File: config.mk
export PLATFORM = sky130hd
export DESIGN_NAME = binary_morph_3x3_bitpacked_flat
export DESIGN_NICKNAME = d
export VERILOG_FILES = /design/src/rtl/bm3_pkg.sv /design/src/rtl/bm3_in_if.sv /design/src/rtl/bm3_out_if.sv /design/src/rtl/bm3_front.sv /design/src/rtl/bm3_lane.sv /design/src/rtl/bm3_stage.sv /design/src/rtl/binary_morph_3x3_bitpacked.sv /design/src/flat_wrapper.sv
export SDC_FILE = /design/constraint.sdc
export NUM_CORES = 2
export LEC_CHECK = 0
export BUFFER_PORTS_ARGS = -buffer_cell sky130_fd_sc_hd__buf_2
export CELL_PAD_IN_SITES_DETAIL_PLACEMENT = 1
export CELL_PAD_IN_SITES_GLOBAL_PLACEMENT = 2
export CORE_ASPECT_RATIO = 1.5
export CORE_UTILIZATION = 45
export DETAILED_ROUTE_END_ITERATION = 10
export GPL_TIMING_DRIVEN = 0
export PLACE_DENSITY_LB_ADDON = 0.1
export SLEW_MARGIN = 20
export SYNTH_ARGS = -nofsm -noshare
export SYNTH_HDL_FRONTEND = slang
export SYNTH_SLANG_ARGS = --single-unit
File: constraint.sdc
create_clock -name i_clk -period 24.6 [get_ports i_clk]
set_input_delay 2.46 -clock i_clk [delete_from_list [all_inputs] [get_ports i_clk]]
set_output_delay 2.46 -clock i_clk [all_outputs]
set_load 0.03 [all_outputs]
File: src/rtl/bm3_pkg.sv
// ----------------------------------------------------------------------------
// bm3_pkg
// types, constants and helpers of the packed binary morphology block
// ----------------------------------------------------------------------------
`default_nettype none

package bm3_pkg;

    localparam int WORD_BITS  = 32;
    localparam int MAX_WIDTH  = 256;
    localparam int MAX_HEIGHT = 256;
    localparam int NUM_STAGES = 5;
    localparam int NUM_ROWS   = 3;
    localparam int MAX_WPR    = MAX_WIDTH / WORD_BITS;
    localparam int COL_W      = $clog2(MAX_WPR);
    localparam int WPR_W      = $clog2(MAX_WPR + 1);
    localparam int DIM_W      = 9;
    localparam int MODE_W     = 3;
    localparam int REM_W      = $clog2(WORD_BITS);
    localparam int ROW_W      = $clog2(MAX_HEIGHT);
    localparam int IROW_W     = ROW_W + 1;
    localparam int IDX_W      = 3;
    localparam int CFG_IDX_W  = 2;

    localparam logic [DIM_W-1:0]  RST_WIDTH  = DIM_W'(188);
    localparam logic [DIM_W-1:0]  RST_HEIGHT = DIM_W'(120);

    localparam logic [MODE_W-1:0] MODE_ERODE      = 3'd0;
    localparam logic [MODE_W-1:0] MODE_DILATE     = 3'd1;
    localparam logic [MODE_W-1:0] MODE_CLOSE      = 3'd2;
    localparam logic [MODE_W-1:0] MODE_OPEN_CLOSE = 3'd3;
    localparam logic [MODE_W-1:0] MODE_GRADIENT   = 3'd4;

    localparam logic [CFG_IDX_W-1:0] CFG_WIDTH  = 2'd0;
    localparam logic [CFG_IDX_W-1:0] CFG_HEIGHT = 2'd1;
    localparam logic [CFG_IDX_W-1:0] CFG_MODE   = 2'd2;

    typedef enum logic [1:0] {
        OP_ERODE,
        OP_DILATE,
        OP_GRAD,
        OP_PASS
    } t_op;

    typedef struct packed {
        logic [WPR_W-1:0]  wpr;
        logic [DIM_W-1:0]  height;
        logic [REM_W-1:0]  rem;
        logic [MODE_W-1:0] mode;
    } t_cfg;

    typedef struct packed {
        logic                 valid;
        logic                 first;
        logic                 last;
        logic [WORD_BITS-1:0] word;
        t_cfg                 cfg;
    } t_beat;

    typedef logic [NUM_ROWS-1:0][WORD_BITS-1:0] t_col;

    function automatic logic [WORD_BITS-1:0] tail_mask(input logic [REM_W-1:0] rem);
        logic [WORD_BITS-1:0] m;
        m = (rem == '0) ? '1 : ((WORD_BITS'(1) << rem) - WORD_BITS'(1));
        return m;
    endfunction

    function automatic t_cfg make_cfg(input logic [DIM_W-1:0] w, input logic [DIM_W-1:0] h,
                                      input logic [MODE_W-1:0] m);
        t_cfg             c;
        logic [DIM_W-1:0] wc;
        logic [DIM_W:0]   sum;
        wc = w;
        if (w == '0) wc = DIM_W'(1);
        if (w > DIM_W'(MAX_WIDTH)) wc = DIM_W'(MAX_WIDTH);
        sum = {1'b0, wc} + (DIM_W+1)'(WORD_BITS - 1);
        c.wpr = WPR_W'(sum >> REM_W);
        c.rem = wc[REM_W-1:0];
        c.height = h;
        if (h == '0) c.height = DIM_W'(1);
        if (h > DIM_W'(MAX_HEIGHT)) c.height = DIM_W'(MAX_HEIGHT);
        c.mode = (m > MODE_GRADIENT) ? MODE_GRADIENT : m;
        return c;
    endfunction

    function automatic t_op stage_op(input logic [MODE_W-1:0] mode, input logic [IDX_W-1:0] idx);
        t_op op;
        op = OP_PASS;
        unique case (mode)
            MODE_ERODE: begin
                if (idx == 3'd0) op = OP_ERODE;
            end
            MODE_DILATE: begin
                if (idx == 3'd0) op = OP_DILATE;
            end
            MODE_CLOSE: begin
                if (idx == 3'd0) op = OP_DILATE;
                else if (idx == 3'd1) op = OP_ERODE;
            end
            default: begin
                if (idx == 3'd0 || idx == 3'd3) op = OP_ERODE;
                else if (idx == 3'd1 || idx == 3'd2) op = OP_DILATE;
                else if (idx == 3'd4 && mode == MODE_GRADIENT) op = OP_GRAD;
            end
        endcase
        return op;
    endfunction

endpackage

`default_nettype wire

File: src/rtl/bm3_in_if.sv
// ----------------------------------------------------------------------------
// bm3_in_if
// input word channel with valid/ready handshake
// ----------------------------------------------------------------------------
`default_nettype none

interface bm3_in_if import bm3_pkg::*; ();
    logic                 valid;
    logic                 ready;
    logic [WORD_BITS-1:0] pixel_word;
    logic                 frame_start;

    modport source (output valid, output pixel_word, output frame_start, input ready);
    modport sink   (input valid, input pixel_word, input frame_start, output ready);
endinterface

`default_nettype wire

File: src/rtl/bm3_out_if.sv
// ----------------------------------------------------------------------------
// bm3_out_if
// result word channel with valid/ready handshake
// ----------------------------------------------------------------------------
`default_nettype none

interface bm3_out_if import bm3_pkg::*; ();
    logic                 valid;
    logic                 ready;
    logic [WORD_BITS-1:0] out_word;
    logic                 out_last;

    modport source (output valid, output out_word, output out_last, input ready);
    modport sink   (input valid, input out_word, input out_last, output ready);
endinterface

`default_nettype wire

File: src/rtl/bm3_front.sv
// ----------------------------------------------------------------------------
// bm3_front
// input position tracking, frame settings latch and tail masking
// ----------------------------------------------------------------------------
`default_nettype none

module bm3_front import bm3_pkg::*; (
    input  wire logic                 i_clk,
    input  wire logic                 i_rst_n,
    input  wire logic                 i_adv,
    input  wire logic                 i_valid,
    input  wire logic [WORD_BITS-1:0] i_word,
    input  wire logic                 i_frame_start,
    input  wire logic [DIM_W-1:0]     i_width,
    input  wire logic [DIM_W-1:0]     i_height,
    input  wire logic [MODE_W-1:0]    i_mode,
    input  wire logic                 i_last_done,
    output logic                      o_ready,
    output t_beat                     o_beat
);

    logic [COL_W-1:0] r_col, n_col;
    logic [ROW_W-1:0] r_row, n_row;
    logic             r_hold, n_hold;
    t_cfg             r_cfg;
    t_beat            r_beat;

    logic             accept;
    logic             first;
    t_cfg             cfg;
    logic [COL_W-1:0] col;
    logic [ROW_W-1:0] row;
    logic             lastcol;
    logic             last;

    assign o_ready = i_adv && !r_hold;
    assign accept  = i_valid && o_ready;
    assign first   = i_frame_start || (r_row == '0 && r_col == '0);
    assign cfg     = first ? make_cfg(i_width, i_height, i_mode) : r_cfg;
    assign col     = first ? '0 : r_col;
    assign row     = first ? '0 : r_row;
    assign lastcol = (WPR_W'(col) == cfg.wpr - WPR_W'(1));
    assign last    = lastcol && (DIM_W'(row) == cfg.height - DIM_W'(1));

    always_comb begin
        n_col = r_col;
        n_row = r_row;
        n_hold = r_hold;
        if (accept) begin
            if (last) begin
                n_col = '0;
                n_row = '0;
                n_hold = 1'b1;
            end else if (lastcol) begin
                n_col = '0;
                n_row = row + ROW_W'(1);
            end else begin
                n_col = col + COL_W'(1);
                n_row = row;
            end
        end
        if (i_last_done) n_hold = 1'b0;
    end

    always_ff @(posedge i_clk) begin
        if (!i_rst_n) begin
            r_col <= '0;
            r_row <= '0;
            r_hold <= 1'b0;
            r_beat.valid <= 1'b0;
        end else begin
            r_col <= n_col;
            r_row <= n_row;
            r_hold <= n_hold;
            if (i_adv) r_beat.valid <= accept;
        end
        if (accept) r_cfg <= cfg;
        if (i_adv) begin
            r_beat.first <= first;
            r_beat.last <= last;
            r_beat.word <= lastcol ? (i_word & tail_mask(cfg.rem)) : i_word;
            r_beat.cfg <= cfg;
        end
    end

    assign o_beat = r_beat;

endmodule

`default_nettype wire

File: src/rtl/bm3_lane.sv
// ----------------------------------------------------------------------------
// bm3_lane
// one window row: horizontal 3-tap and/or across a packed word
// ----------------------------------------------------------------------------
`default_nettype none

module bm3_lane import bm3_pkg::*; (
    input  wire logic                 i_dilate,
    input  wire logic [WORD_BITS-1:0] i_left,
    input  wire logic [WORD_BITS-1:0] i_ctr,
    input  wire logic [WORD_BITS-1:0] i_right,
    output logic      [WORD_BITS-1:0] o_row
);

    logic [WORD_BITS-1:0] shl;
    logic [WORD_BITS-1:0] shr;

    assign shl   = (i_ctr << 1) | (i_left >> (WORD_BITS - 1));
    assign shr   = (i_ctr >> 1) | (i_right << (WORD_BITS - 1));
    assign o_row = i_dilate ? (shl | i_ctr | shr) : (shl & i_ctr & shr);

endmodule

`default_nettype wire

File: src/rtl/bm3_stage.sv
// ----------------------------------------------------------------------------
// bm3_stage
// one 3x3 stage: two line stores, column window, three row lanes and merge
// ----------------------------------------------------------------------------
`default_nettype none

module bm3_stage import bm3_pkg::*; (
    input  wire logic             i_clk,
    input  wire logic             i_rst_n,
    input  wire logic             i_adv,
    input  wire logic [IDX_W-1:0] i_idx,
    input  wire t_beat            i_beat,
    output t_beat                 o_beat
);

    logic [WORD_BITS-1:0] mem_prev [MAX_WPR];
    logic [WORD_BITS-1:0] mem_prev2 [MAX_WPR];

    logic [IROW_W-1:0] r_ir, n_ir;
    logic [COL_W-1:0]  r_ic, n_ic;
    logic [ROW_W-1:0]  r_orow, n_orow;
    logic [COL_W-1:0]  r_ocol, n_ocol;
    logic              r_flush, n_flush;
    t_cfg              r_cfg;
    t_col              r_v1, r_v2;
    t_beat             r_out;

    t_cfg                 cfg;
    t_op                  op;
    logic                 pass;
    logic                 act;
    logic [WORD_BITS-1:0] x;
    logic [IROW_W-1:0]    ir;
    logic [COL_W-1:0]     ic;
    logic [ROW_W-1:0]     orow;
    logic [COL_W-1:0]     ocol;
    t_col                 v_n;
    logic                 emit;
    logic                 final_pos;
    logic                 left_ok, right_ok;
    logic [NUM_ROWS-1:0]  row_ok;
    logic [NUM_ROWS-1:0][WORD_BITS-1:0] lane_l, lane_r, lane_c, lane_o;
    logic [WORD_BITS-1:0] acc;
    logic [WORD_BITS-1:0] result;

    assign cfg   = i_beat.valid ? i_beat.cfg : r_cfg;
    assign op    = stage_op(cfg.mode, i_idx);
    assign pass  = (op == OP_PASS);
    assign act   = i_beat.valid || r_flush;
    assign x     = i_beat.valid ? i_beat.word : '0;
    assign ir    = (i_beat.valid && i_beat.first) ? '0 : r_ir;
    assign ic    = (i_beat.valid && i_beat.first) ? '0 : r_ic;
    assign orow  = (i_beat.valid && i_beat.first) ? '0 : r_orow;
    assign ocol  = (i_beat.valid && i_beat.first) ? '0 : r_ocol;

    assign v_n[0] = mem_prev2[ic];
    assign v_n[1] = mem_prev[ic];
    assign v_n[2] = x;

    assign emit = act && !pass && (ir >= IROW_W'(2) || (ir == IROW_W'(1) && ic != '0));
    assign final_pos = (DIM_W'(orow) == cfg.height - DIM_W'(1))
                    && (WPR_W'(ocol) == cfg.wpr - WPR_W'(1));

    assign left_ok  = (ocol != '0);
    assign right_ok = (WPR_W'(ocol) != cfg.wpr - WPR_W'(1));
    assign row_ok[0] = (orow != '0);
    assign row_ok[1] = 1'b1;
    assign row_ok[2] = (DIM_W'(orow) != cfg.height - DIM_W'(1));

    for (genvar g = 0; g < NUM_ROWS; g++) begin : g_lane
        assign lane_l[g] = r_v2[g] & {WORD_BITS{left_ok && row_ok[g]}};
        assign lane_c[g] = r_v1[g] & {WORD_BITS{row_ok[g]}};
        assign lane_r[g] = v_n[g] & {WORD_BITS{right_ok && row_ok[g]}};
        bm3_lane u_lane (
            .i_dilate (op == OP_DILATE),
            .i_left   (lane_l[g]),
            .i_ctr    (lane_c[g]),
            .i_right  (lane_r[g]),
            .o_row    (lane_o[g])
        );
    end

    always_comb begin
        if (op == OP_DILATE) acc = lane_o[0] | lane_o[1] | lane_o[2];
        else acc = lane_o[0] & lane_o[1] & lane_o[2];
        if (!right_ok) acc = acc & tail_mask(cfg.rem);
        result = (op == OP_GRAD) ? (r_v1[1] & ~acc) : acc;
    end

    always_comb begin
        n_ir = r_ir;
        n_ic = r_ic;
        n_orow = r_orow;
        n_ocol = r_ocol;
        n_flush = r_flush;
        if (act && !pass) begin
            if (WPR_W'(ic) == cfg.wpr - WPR_W'(1)) begin
                n_ic = '0;
                n_ir = ir + IROW_W'(1);
            end else begin
                n_ic = ic + COL_W'(1);
                n_ir = ir;
            end
            n_orow = orow;
            n_ocol = ocol;
            if (emit) begin
                if (!right_ok) begin
                    n_ocol = '0;
                    n_orow = orow + ROW_W'(1);
                end else begin
                    n_ocol = ocol + COL_W'(1);
                end
            end
            if (emit && final_pos) n_flush = 1'b0;
            else if (i_beat.valid && i_beat.last) n_flush = 1'b1;
        end
    end

    always_ff @(posedge i_clk) begin
        if (!i_rst_n) begin
            r_ir <= '0;
            r_ic <= '0;
            r_orow <= '0;
            r_ocol <= '0;
            r_flush <= 1'b0;
            r_out.valid <= 1'b0;
        end else if (i_adv) begin
            r_ir <= n_ir;
            r_ic <= n_ic;
            r_orow <= n_orow;
            r_ocol <= n_ocol;
            r_flush <= n_flush;
            r_out.valid <= pass ? i_beat.valid : emit;
        end
        if (i_adv) begin
            if (i_beat.valid) r_cfg <= i_beat.cfg;
            if (act && !pass) begin
                mem_prev[ic] <= x;
                mem_prev2[ic] <= v_n[1];
                r_v1 <= v_n;
                r_v2 <= r_v1;
            end
            if (pass) begin
                r_out.first <= i_beat.first;
                r_out.last <= i_beat.last;
                r_out.word <= i_beat.word;
                r_out.cfg <= i_beat.cfg;
            end else begin
                r_out.first <= (orow == '0 && ocol == '0);
                r_out.last <= final_pos;
                r_out.word <= result;
                r_out.cfg <= cfg;
            end
        end
    end

    assign o_beat = r_out;

endmodule

`default_nettype wire

File: src/rtl/binary_morph_3x3_bitpacked.sv
// ----------------------------------------------------------------------------
// binary_morph_3x3_bitpacked
// streaming 3x3 erode/dilate/close/open-close/gradient on 32-pixel packed words
// ----------------------------------------------------------------------------
// channel   dir  payload                  transaction
// i_in      in   pixel_word, frame_start  valid && ready
// o_out     out  out_word, out_last       valid && ready
// i_cfg_*   in   idx, data                i_cfg_we
//
// one word per cycle inside a frame; each active 3x3 stage lags by one row
// plus one word, plus one register per stage (six stages incl. front)
// after a frame's last word input is held off until out_last is taken, while each
// active stage flushes its last row plus one word of results
// sync active-low reset; no clearing pass; stalls freeze the whole chain
// ----------------------------------------------------------------------------
`default_nettype none

module binary_morph_3x3_bitpacked import bm3_pkg::*; (
    input  wire logic                 i_clk,
    input  wire logic                 i_rst_n,
    bm3_in_if.sink                    i_in,
    bm3_out_if.source                 o_out,
    input  wire logic                 i_cfg_we,
    input  wire logic [CFG_IDX_W-1:0] i_cfg_idx,
    input  wire logic [DIM_W-1:0]     i_cfg_data
);

    logic [DIM_W-1:0]  r_width;
    logic [DIM_W-1:0]  r_height;
    logic [MODE_W-1:0] r_mode;

    logic  adv;
    logic  last_done;
    t_beat beat [NUM_STAGES+1];

    always_ff @(posedge i_clk) begin
        if (!i_rst_n) begin
            r_width <= RST_WIDTH;
            r_height <= RST_HEIGHT;
            r_mode <= MODE_OPEN_CLOSE;
        end else if (i_cfg_we) begin
            unique case (i_cfg_idx)
                CFG_WIDTH:  r_width <= i_cfg_data;
                CFG_HEIGHT: r_height <= i_cfg_data;
                CFG_MODE:   r_mode <= i_cfg_data[MODE_W-1:0];
                default: ;
            endcase
        end
    end

    assign adv       = !beat[NUM_STAGES].valid || o_out.ready;
    assign last_done = o_out.valid && o_out.ready && o_out.out_last;

    bm3_front u_front (
        .i_clk         (i_clk),
        .i_rst_n       (i_rst_n),
        .i_adv         (adv),
        .i_valid       (i_in.valid),
        .i_word        (i_in.pixel_word),
        .i_frame_start (i_in.frame_start),
        .i_width       (r_width),
        .i_height      (r_height),
        .i_mode        (r_mode),
        .i_last_done   (last_done),
        .o_ready       (i_in.ready),
        .o_beat        (beat[0])
    );

    for (genvar g = 0; g < NUM_STAGES; g++) begin : g_stage
        bm3_stage u_stage (
            .i_clk   (i_clk),
            .i_rst_n (i_rst_n),
            .i_adv   (adv),
            .i_idx   (IDX_W'(g)),
            .i_beat  (beat[g]),
            .o_beat  (beat[g+1])
        );
    end

    assign o_out.valid    = beat[NUM_STAGES].valid;
    assign o_out.out_word = beat[NUM_STAGES].word;
    assign o_out.out_last = beat[NUM_STAGES].last;

endmodule

`default_nettype wire

File: src/flat_wrapper.sv
// flat-port wrapper written by rule: the top's interface ports become plain ports
module binary_morph_3x3_bitpacked_flat import bm3_pkg::*;
  (i_clk, i_rst_n, i_cfg_we, i_cfg_idx, i_cfg_data, i_in_valid, i_in_pixel_word, i_in_frame_start, i_in_ready, o_out_valid, o_out_out_word, o_out_out_last, o_out_ready);
  bm3_in_if i_in_i ();
  bm3_out_if o_out_i ();
  input  wire logic i_clk;
  input  wire logic i_rst_n;
  input  wire logic i_cfg_we;
  input  wire logic [CFG_IDX_W-1:0] i_cfg_idx;
  input  wire logic [DIM_W-1:0] i_cfg_data;
  input wire logic [$bits(i_in_i.valid)-1:0] i_in_valid;
  input wire logic [$bits(i_in_i.pixel_word)-1:0] i_in_pixel_word;
  input wire logic [$bits(i_in_i.frame_start)-1:0] i_in_frame_start;
  output wire logic [$bits(i_in_i.ready)-1:0] i_in_ready;
  output wire logic [$bits(o_out_i.valid)-1:0] o_out_valid;
  output wire logic [$bits(o_out_i.out_word)-1:0] o_out_out_word;
  output wire logic [$bits(o_out_i.out_last)-1:0] o_out_out_last;
  input wire logic [$bits(o_out_i.ready)-1:0] o_out_ready;
  assign i_in_i.valid = i_in_valid;
  assign i_in_i.pixel_word = i_in_pixel_word;
  assign i_in_i.frame_start = i_in_frame_start;
  assign i_in_ready = i_in_i.ready;
  assign o_out_valid = o_out_i.valid;
  assign o_out_out_word = o_out_i.out_word;
  assign o_out_out_last = o_out_i.out_last;
  assign o_out_i.ready = o_out_ready;
  binary_morph_3x3_bitpacked u_core (.i_clk(i_clk), .i_rst_n(i_rst_n), .i_in(i_in_i), .o_out(o_out_i), .i_cfg_we(i_cfg_we), .i_cfg_idx(i_cfg_idx), .i_cfg_data(i_cfg_data));
endmodule
After elaboration in Yosys (flattened, before gate mapping)
Memories as Yosys holds them, arrays and structs flattened.
Cells that the tools add are included.

cells by class
  $add $sub $neg = 41
  order comparisons = 8
  eq/ne operators = 60
  shift operators = 6
  muxes and demuxes = 150
  bitwise gates (word level) = 167
  reduce and logical (&&, ||, !) cells = 147

operators by type and width
  operator                                              number
  bitwise AND 32 bit                                    76
  two-way mux 32 bit                                    42
  OR 32 bit                                             40
  OR 31 x 32 -> 32 bit                                  15
  OR 32 x 1 -> 32 bit                                   15
  two-way mux 55 bit                                    4
  << shifter 1 x 5 -> 32 bit (first input constant)     6
  subtractor 32 x 1 -> 32 bit (second input constant)   6
  inverter 32 bit                                       5
  two-way mux 8 bit                                     18
  two-way mux 21 bit                                    6
  two-way mux 9 bit                                     14
  two-way mux 3 bit                                     29
  logical AND 1 bit                                     65
  == test 8 x 9 -> 1 bit                                6
  two-way mux 54 bit                                    1
  subtractor 9 x 1 -> 9 bit (second input constant)     6
  adder 8 x 1 -> 8 bit (second input constant)          6
  adder 9 x 1 -> 9 bit (second input constant)          5
  == test 9 x 1 -> 1 bit (second input constant)        5
  >= comparator 9 x 2 -> 1 bit (second input constant)  5
  inequality test 8 x 9 -> 1 bit                        5
  == test 3 x 4 -> 1 bit                                11
  zero test 8 bit                                       5
  other kinds (29)                                      183

word-level totals
  register bits = 1553
  bits in writable memories = 2560
  input bits = 49
  word-level logic and storage cells = 717
  memories = 10

memories
  name                                 depth  bits a word  rd ports  clocked after Yosys merged registers in  wr ports  RTL line         source
  u_core.g_stage[0].u_stage.mem_prev   8      32           1         0                                        1         bm3_stage.sv:16  logic [WORD_BITS-1:0] mem_prev [MAX_WPR];
  u_core.g_stage[0].u_stage.mem_prev2  8      32           1         0                                        1         bm3_stage.sv:17  logic [WORD_BITS-1:0] mem_prev2 [MAX_WPR];
  u_core.g_stage[1].u_stage.mem_prev   8      32           1         0                                        1         bm3_stage.sv:16
  u_core.g_stage[1].u_stage.mem_prev2  8      32           1         0                                        1         bm3_stage.sv:17
  u_core.g_stage[2].u_stage.mem_prev   8      32           1         0                                        1         bm3_stage.sv:16
  u_core.g_stage[2].u_stage.mem_prev2  8      32           1         0                                        1         bm3_stage.sv:17
  4 more memories                      --     --           --        --                                       --        --

Depth between registers and ports, before layout
  word-level depth = 18
  depth in mapped cells = 18
  depth with buffers taken out = 16

Cells and area by module
From an unflattened synthesis, not the netlist that was laid out.

unflattened totals
  cell total of the unflattened synthesis = 14417
  area total of the unflattened synthesis = 185789.4 um2

by module, submodules not included
  module                                  times used  cells an instance  area an instance (um2)  sequential area each (um2)
  bm3_stage at u_core.g_stage[3].u_stage  1           2424               34448.0                 23922.9
  bm3_stage at u_core.g_stage[2].u_stage  1           2356               33942.6                 23922.9
  bm3_stage at u_core.g_stage[1].u_stage  1           2315               33868.7                 23922.9
  bm3_stage at u_core.g_stage[4].u_stage  1           2363               33807.4                 23922.9
  bm3_stage at u_core.g_stage[0].u_stage  1           2371               33748.6                 23922.9
  bm3_lane                                15          133                660.6                   0.0
  bm3_front                               1           503                5173.7                  2542.4
  binary_morph_3x3_bitpacked              1           90                 890.9                   420.4

Least setup slack after synthesis
Ideal clock, no wire load.

  path kind = input to register
  start = input o_out_ready
  end = memory u_core.g_stage[2].u_stage.mem_prev2[0][0], enable pin
  arrival = 16321 ps
  setup slack = 7849 ps
  stages on the path = 5
  cell sequence = nor2b_1 -> inv_1 -> clkbuf_1 -> clkbuf_1 -> and3_1

between the ends
  cells in the longest elaborated chain, start to end = 3

RTL lines
  item                                     RTL line                          source
  start, declared                          flat_wrapper.sv:18                input wire logic [$bits(o_out_i.ready)-1:0] o_out_ready;
  logical OR 1 bit                         binary_morph_3x3_bitpacked.sv:51  assign adv = !beat[NUM_STAGES].valid || o_out.ready;
  two-way mux 1 bit                        bm3_stage.sv:135                  if (i_adv) begin
  two-way mux 1 bit (implied by the code)  bm3_stage.sv:139                  mem_prev2[ic] <= v_n[1];
  end, declared                            bm3_stage.sv:17

Every way passes these cells.

Worst setup path after layout
  start = register u_core.g_stage[0].u_stage.r_out, in the netlist u_core.g_stage[0].u_stage.o_beat[55]
  end = register u_core.g_stage[1].u_stage.r_out, in the netlist u_core.g_stage[1].u_stage.o_beat[37], data pin

between the ends
  cells in the longest elaborated chain, start to end = 17
  elaborated cells on any way between the ends = 49
  those cells by class = 3 x add/sub; 7 x eq/ne; 1 x shift; 12 x mux; 21 x bitwise; 5 x reduce/logical

RTL lines
  item                                                                                RTL line          source
  start, declared                                                                     bm3_stage.sv:26   t_beat r_out;
  parallel branches: the longest is 16 deep, another holds subtractor 9 x 1 -> 9 bit  --
  two-way mux 55 bit *                                                                bm3_stage.sv:143  if (pass) begin
  end, declared                                                                       bm3_stage.sv:26

Mark *: on every way between the ends.
A chain may end at the register's enable or synchronous reset.

==> reports/qor.yml <==
run_status:
  status: "finished clean"
floorplan:
  rows: 257
  start_util_pct: 45.3
  die_h_um: 705
  core_um2: 327000
  pin_count: 84
  die_w_um: 471
  die-area_um2: 332000
route:
  wl_per_cell_um: 33.8
  drc: 0
  drt_iter0_markers: 9735
  vias: 98499
  wl_mm: 538
  viasPerCell: 6.17
  detail-route-antenna-nets: 0
  drtPass1Iterations: 8
clocking:
  cts_setup_buffers: 0
  cts-root-buf: "clkbuf_16"
  path_clk_slew_ns: 0.07
  ctsLongestPathBuffers: 4
  cts_hold_buf: 0
  clk_latency_ns: 0.98
  ctsHtreeMaxLevel: 5
  cts.sinks: 3627
  tritoncts: "yes"
  cts_made_buffers: 350
  cts-resized-gates: 0
yosys:
  netlist_area_um2: 148000
  ys_types: 94
  synth_ff_type: "edfxtp_1"
  synth_top_area_share_pct: 70.2
  yosysMostFrequentCell: "edfxtp_1"
  yosys-top-cells-area: "edfxtp_1, nand2_1, a21oi_1"
  syn_nets: 10807
  ys_warn_count: 0
  avgSynthCellArea_um2: 13.9
  synth_top_area_cell: "edfxtp_1"
  ys_top_cells_by_count: "edfxtp_1, nand2_1, a21oi_1"
  async_reset_ff_share_pct: 0
  synth_edf_count: 3468
  ys_seq_area_share_pct: 72.4
  syn_inst: 10693
  ys_ff_latch: 3627
global_routing:
  grt_pass1_vias: 102840
  antenna_found_initial: 18
  grt_usage_pct: 31.8
  grt_pass1_wl_mm: 757
  grt_max_degree: 71
  overflow: 0
placement:
  place_congestion: 0.949
  placed_area_um2: 157000
  post-dp-hpwl_mm: 390
  dp.cells: 15279
  io_buffers: 82
  place_ws_ns: 17.29
setup_path:
  path_cells: "buf_4, buf_4, buf_6, buf_2, buf_2, clkbuf_1, mux2i_1, ha_1, o21ai_1, nand4_1, or3_1, a31oi_1, o2111a_1, buf_2, clkbuf_1, o21ai_0, o211ai_1, o21ai_0"
  path_class: "flop to flop"
  path_buf_inv: 8
  worstPathMaxFanout: 10
  slowest_stage: "clkbuf_1"
  critPathTopFamily: "buffers and inverters"
  startpoint_type: "flop"
  max_stage_delay_ns: 0.88
  cp.required_ns: 25.26
  arrival_ns: 7.40
  cp_common_cell: "buf_2"
  end_kind: "flop"
power:
  p_leak_nw: 56.2
  ir_worst_vdd_mv: 0.0903
  fin_total_pwr_mw: 13.9
  powerDensity_nw_per_um2: 82.5
timing:
  clock_skew_ns: 0.101
  fmax_mhz: 148
  slew_headroom_pct: 16.4
  finalHoldViolCount: 0
  worst_pin_slew_ns: 1.25
  period_share_pct: 27.4
  drv_slew: 0
  setup_violations: 0
  whs_ns: 0.462
  period_minus_slack_ns: 6.74
  fin_tns_setup_ns: 0
  setup_slack_ns: 17.86
  rsz0062_at_grt: "false"
layout:
  syn2layout_area_growth_pct: 13.6
  final_cells: 15952
  layout.nets: 11473
  layout-drive-gt1-share_pct: 10.1
  final_core_util_pct: 51.5
  fin_area_um2: 169000
worst_hold_path:
  worstHoldPathType: "flop to flop"
flow_run:
  maxCapViolCount: 0
-- report_power, final --
| part | internal (mW) | switching [mW] | total, mW |
|---|---|---|---|
| Clock | 2.99 | 2.41 | 5.41 |
| Combinational | 0.346 | 0.915 | 1.26 |
| Sequential | 6.98 | 0.245 | 7.23 |
-- cell families (layout without fill, tap and decap cells) --
| logic type | Yosys count | in the layout | synth area share [%] |
|---|---|---|---|
| AND/OR/NAND/NOR | 3153 | 3153 | 9.72 |
| buffers and inverters | 829 | 1776 | 2.25 |
| XOR/XNOR | 190 | 190 | 1.13 |
| AO/OA/AOI/OAI | 2433 | 2433 | 11.0 |
| multiplexers | 396 | 396 | 2.97 |
| adder cells (fa/ha/maj) | 65 | 65 | 0.548 |
| flip-flops | 3627 | 3627 | 72.4 |
| other | 0 | 39 | 0 |
-- flip-flops by register name, summed over array words and instances, names as in the netlist --
signal / count
u_core.g_stage.u_stage.lane_c: 160
u_core.g_stage.u_stage.r_ocol: 15
u_core.r_height: 9
u_core.u_front.o_beat: 56
u_core.u_front.r_hold: 1
u_core.g_stage.u_stage.r_flush: 5
u_core.u_front.r_row: 8
u_core.g_stage.u_stage.mem_prev: 1280
u_core.u_front.r_col: 3
u_core.g_stage.u_stage.r_v1: 320
u_core.g_stage.u_stage.r_cfg: 84
u_core.g_stage.u_stage.r_ic: 15
u_core.g_stage.u_stage.r_v2: 15
u_core.g_stage.u_stage.r_orow: 40
u_core.r_width: 9
u_core.g_stage.u_stage.r_ir: 45
u_core.r_mode: 3
u_core.u_front.r_cfg: 21
u_core.g_stage.u_stage.o_beat: 258
u_core.g_stage.u_stage.mem_prev2: 1280
-- cell usage in the layout, fill, tap and decap left out, types with 47 or more instances in the layout --
master / synthesis / final
a211oi_1: 47 / 47
a21oi_1: 748 / 747
a221oi_1: 95 / 95
a222oi_1: 222 / 222
a22o_1: 52 / 52
a22oi_1: 254 / 254
a31oi_1: 60 / 60
and2_1: 191 / 183
and3_1: 64 / 54
buf_1: 77 / 74
buf_2: 46 / 131
buf_4: 41 / 176
clkbuf_1: 479 / 535
clkbuf_16: 0 / 352
clkinv_1: 12 / 83
clkinv_2: 0 / 59
dfxtp_1: 159 / 159
edfxtp_1: 3468 / 3468
ha_1: 65 / 65
inv_1: 169 / 167
mux2_2: 129 / 129
mux2i_1: 242 / 242
nand2_1: 1382 / 1382
nand3_1: 351 / 351
nand4_1: 74 / 74
nor2_1: 576 / 568
nor2b_1: 56 / 53
nor3_1: 179 / 160
o211ai_1: 57 / 57
o21ai_0: 443 / 425
o31ai_1: 67 / 65
or4_1: 74 / 74
xnor2_1: 120 / 120
xor2_1: 69 / 69
-- worst paths after layout --
path                                             start  slack [ns]                                    to  cells past startpoint
setup / recovery  u_core.g_stage[0].u_stage.o_beat[55]       17.86  u_core.g_stage[1].u_stage.o_beat[37]                     18
hold / removal      u_core.g_stage[2].u_stage.r_v1[31]        0.46    u_core.g_stage[2].u_stage.r_v2[31]                      0
setup reg to reg  u_core.g_stage[0].u_stage.o_beat[55]       17.86  u_core.g_stage[1].u_stage.o_beat[37]                     18
hold reg to reg     u_core.g_stage[2].u_stage.r_v1[31]        0.46    u_core.g_stage[2].u_stage.r_v2[31]                      0
-- routing by layer --
metal | share of wire [%] | GRT usage [%] | up-vias | wire (um)
li1 | - | - | 42688 | -
met1 | 36 | 35.4 | 51173 | 194000
met2 | 52 | 57.3 | 3419 | 279000
met3 | 4.6 | 3.70 | 1213 | 24900
met4 | 7.6 | 20.7 | 6 | 41000
met5 | 0.0078 | 0 | - | 42
-- final cells by class --
class	instances	area (um2)
clock buffers	428	9120
inverters	185	709
repair buffers	314	3250
diodes	39	97.6
well taps	4273	5350
fillers	32144	159000
clock inverters	205	2040
multi-input cells	6237	37900
flip-flops and latches	3627	107000
plain buffers	644	2670
Note: power is estimated with default switching activity, not from simulation.
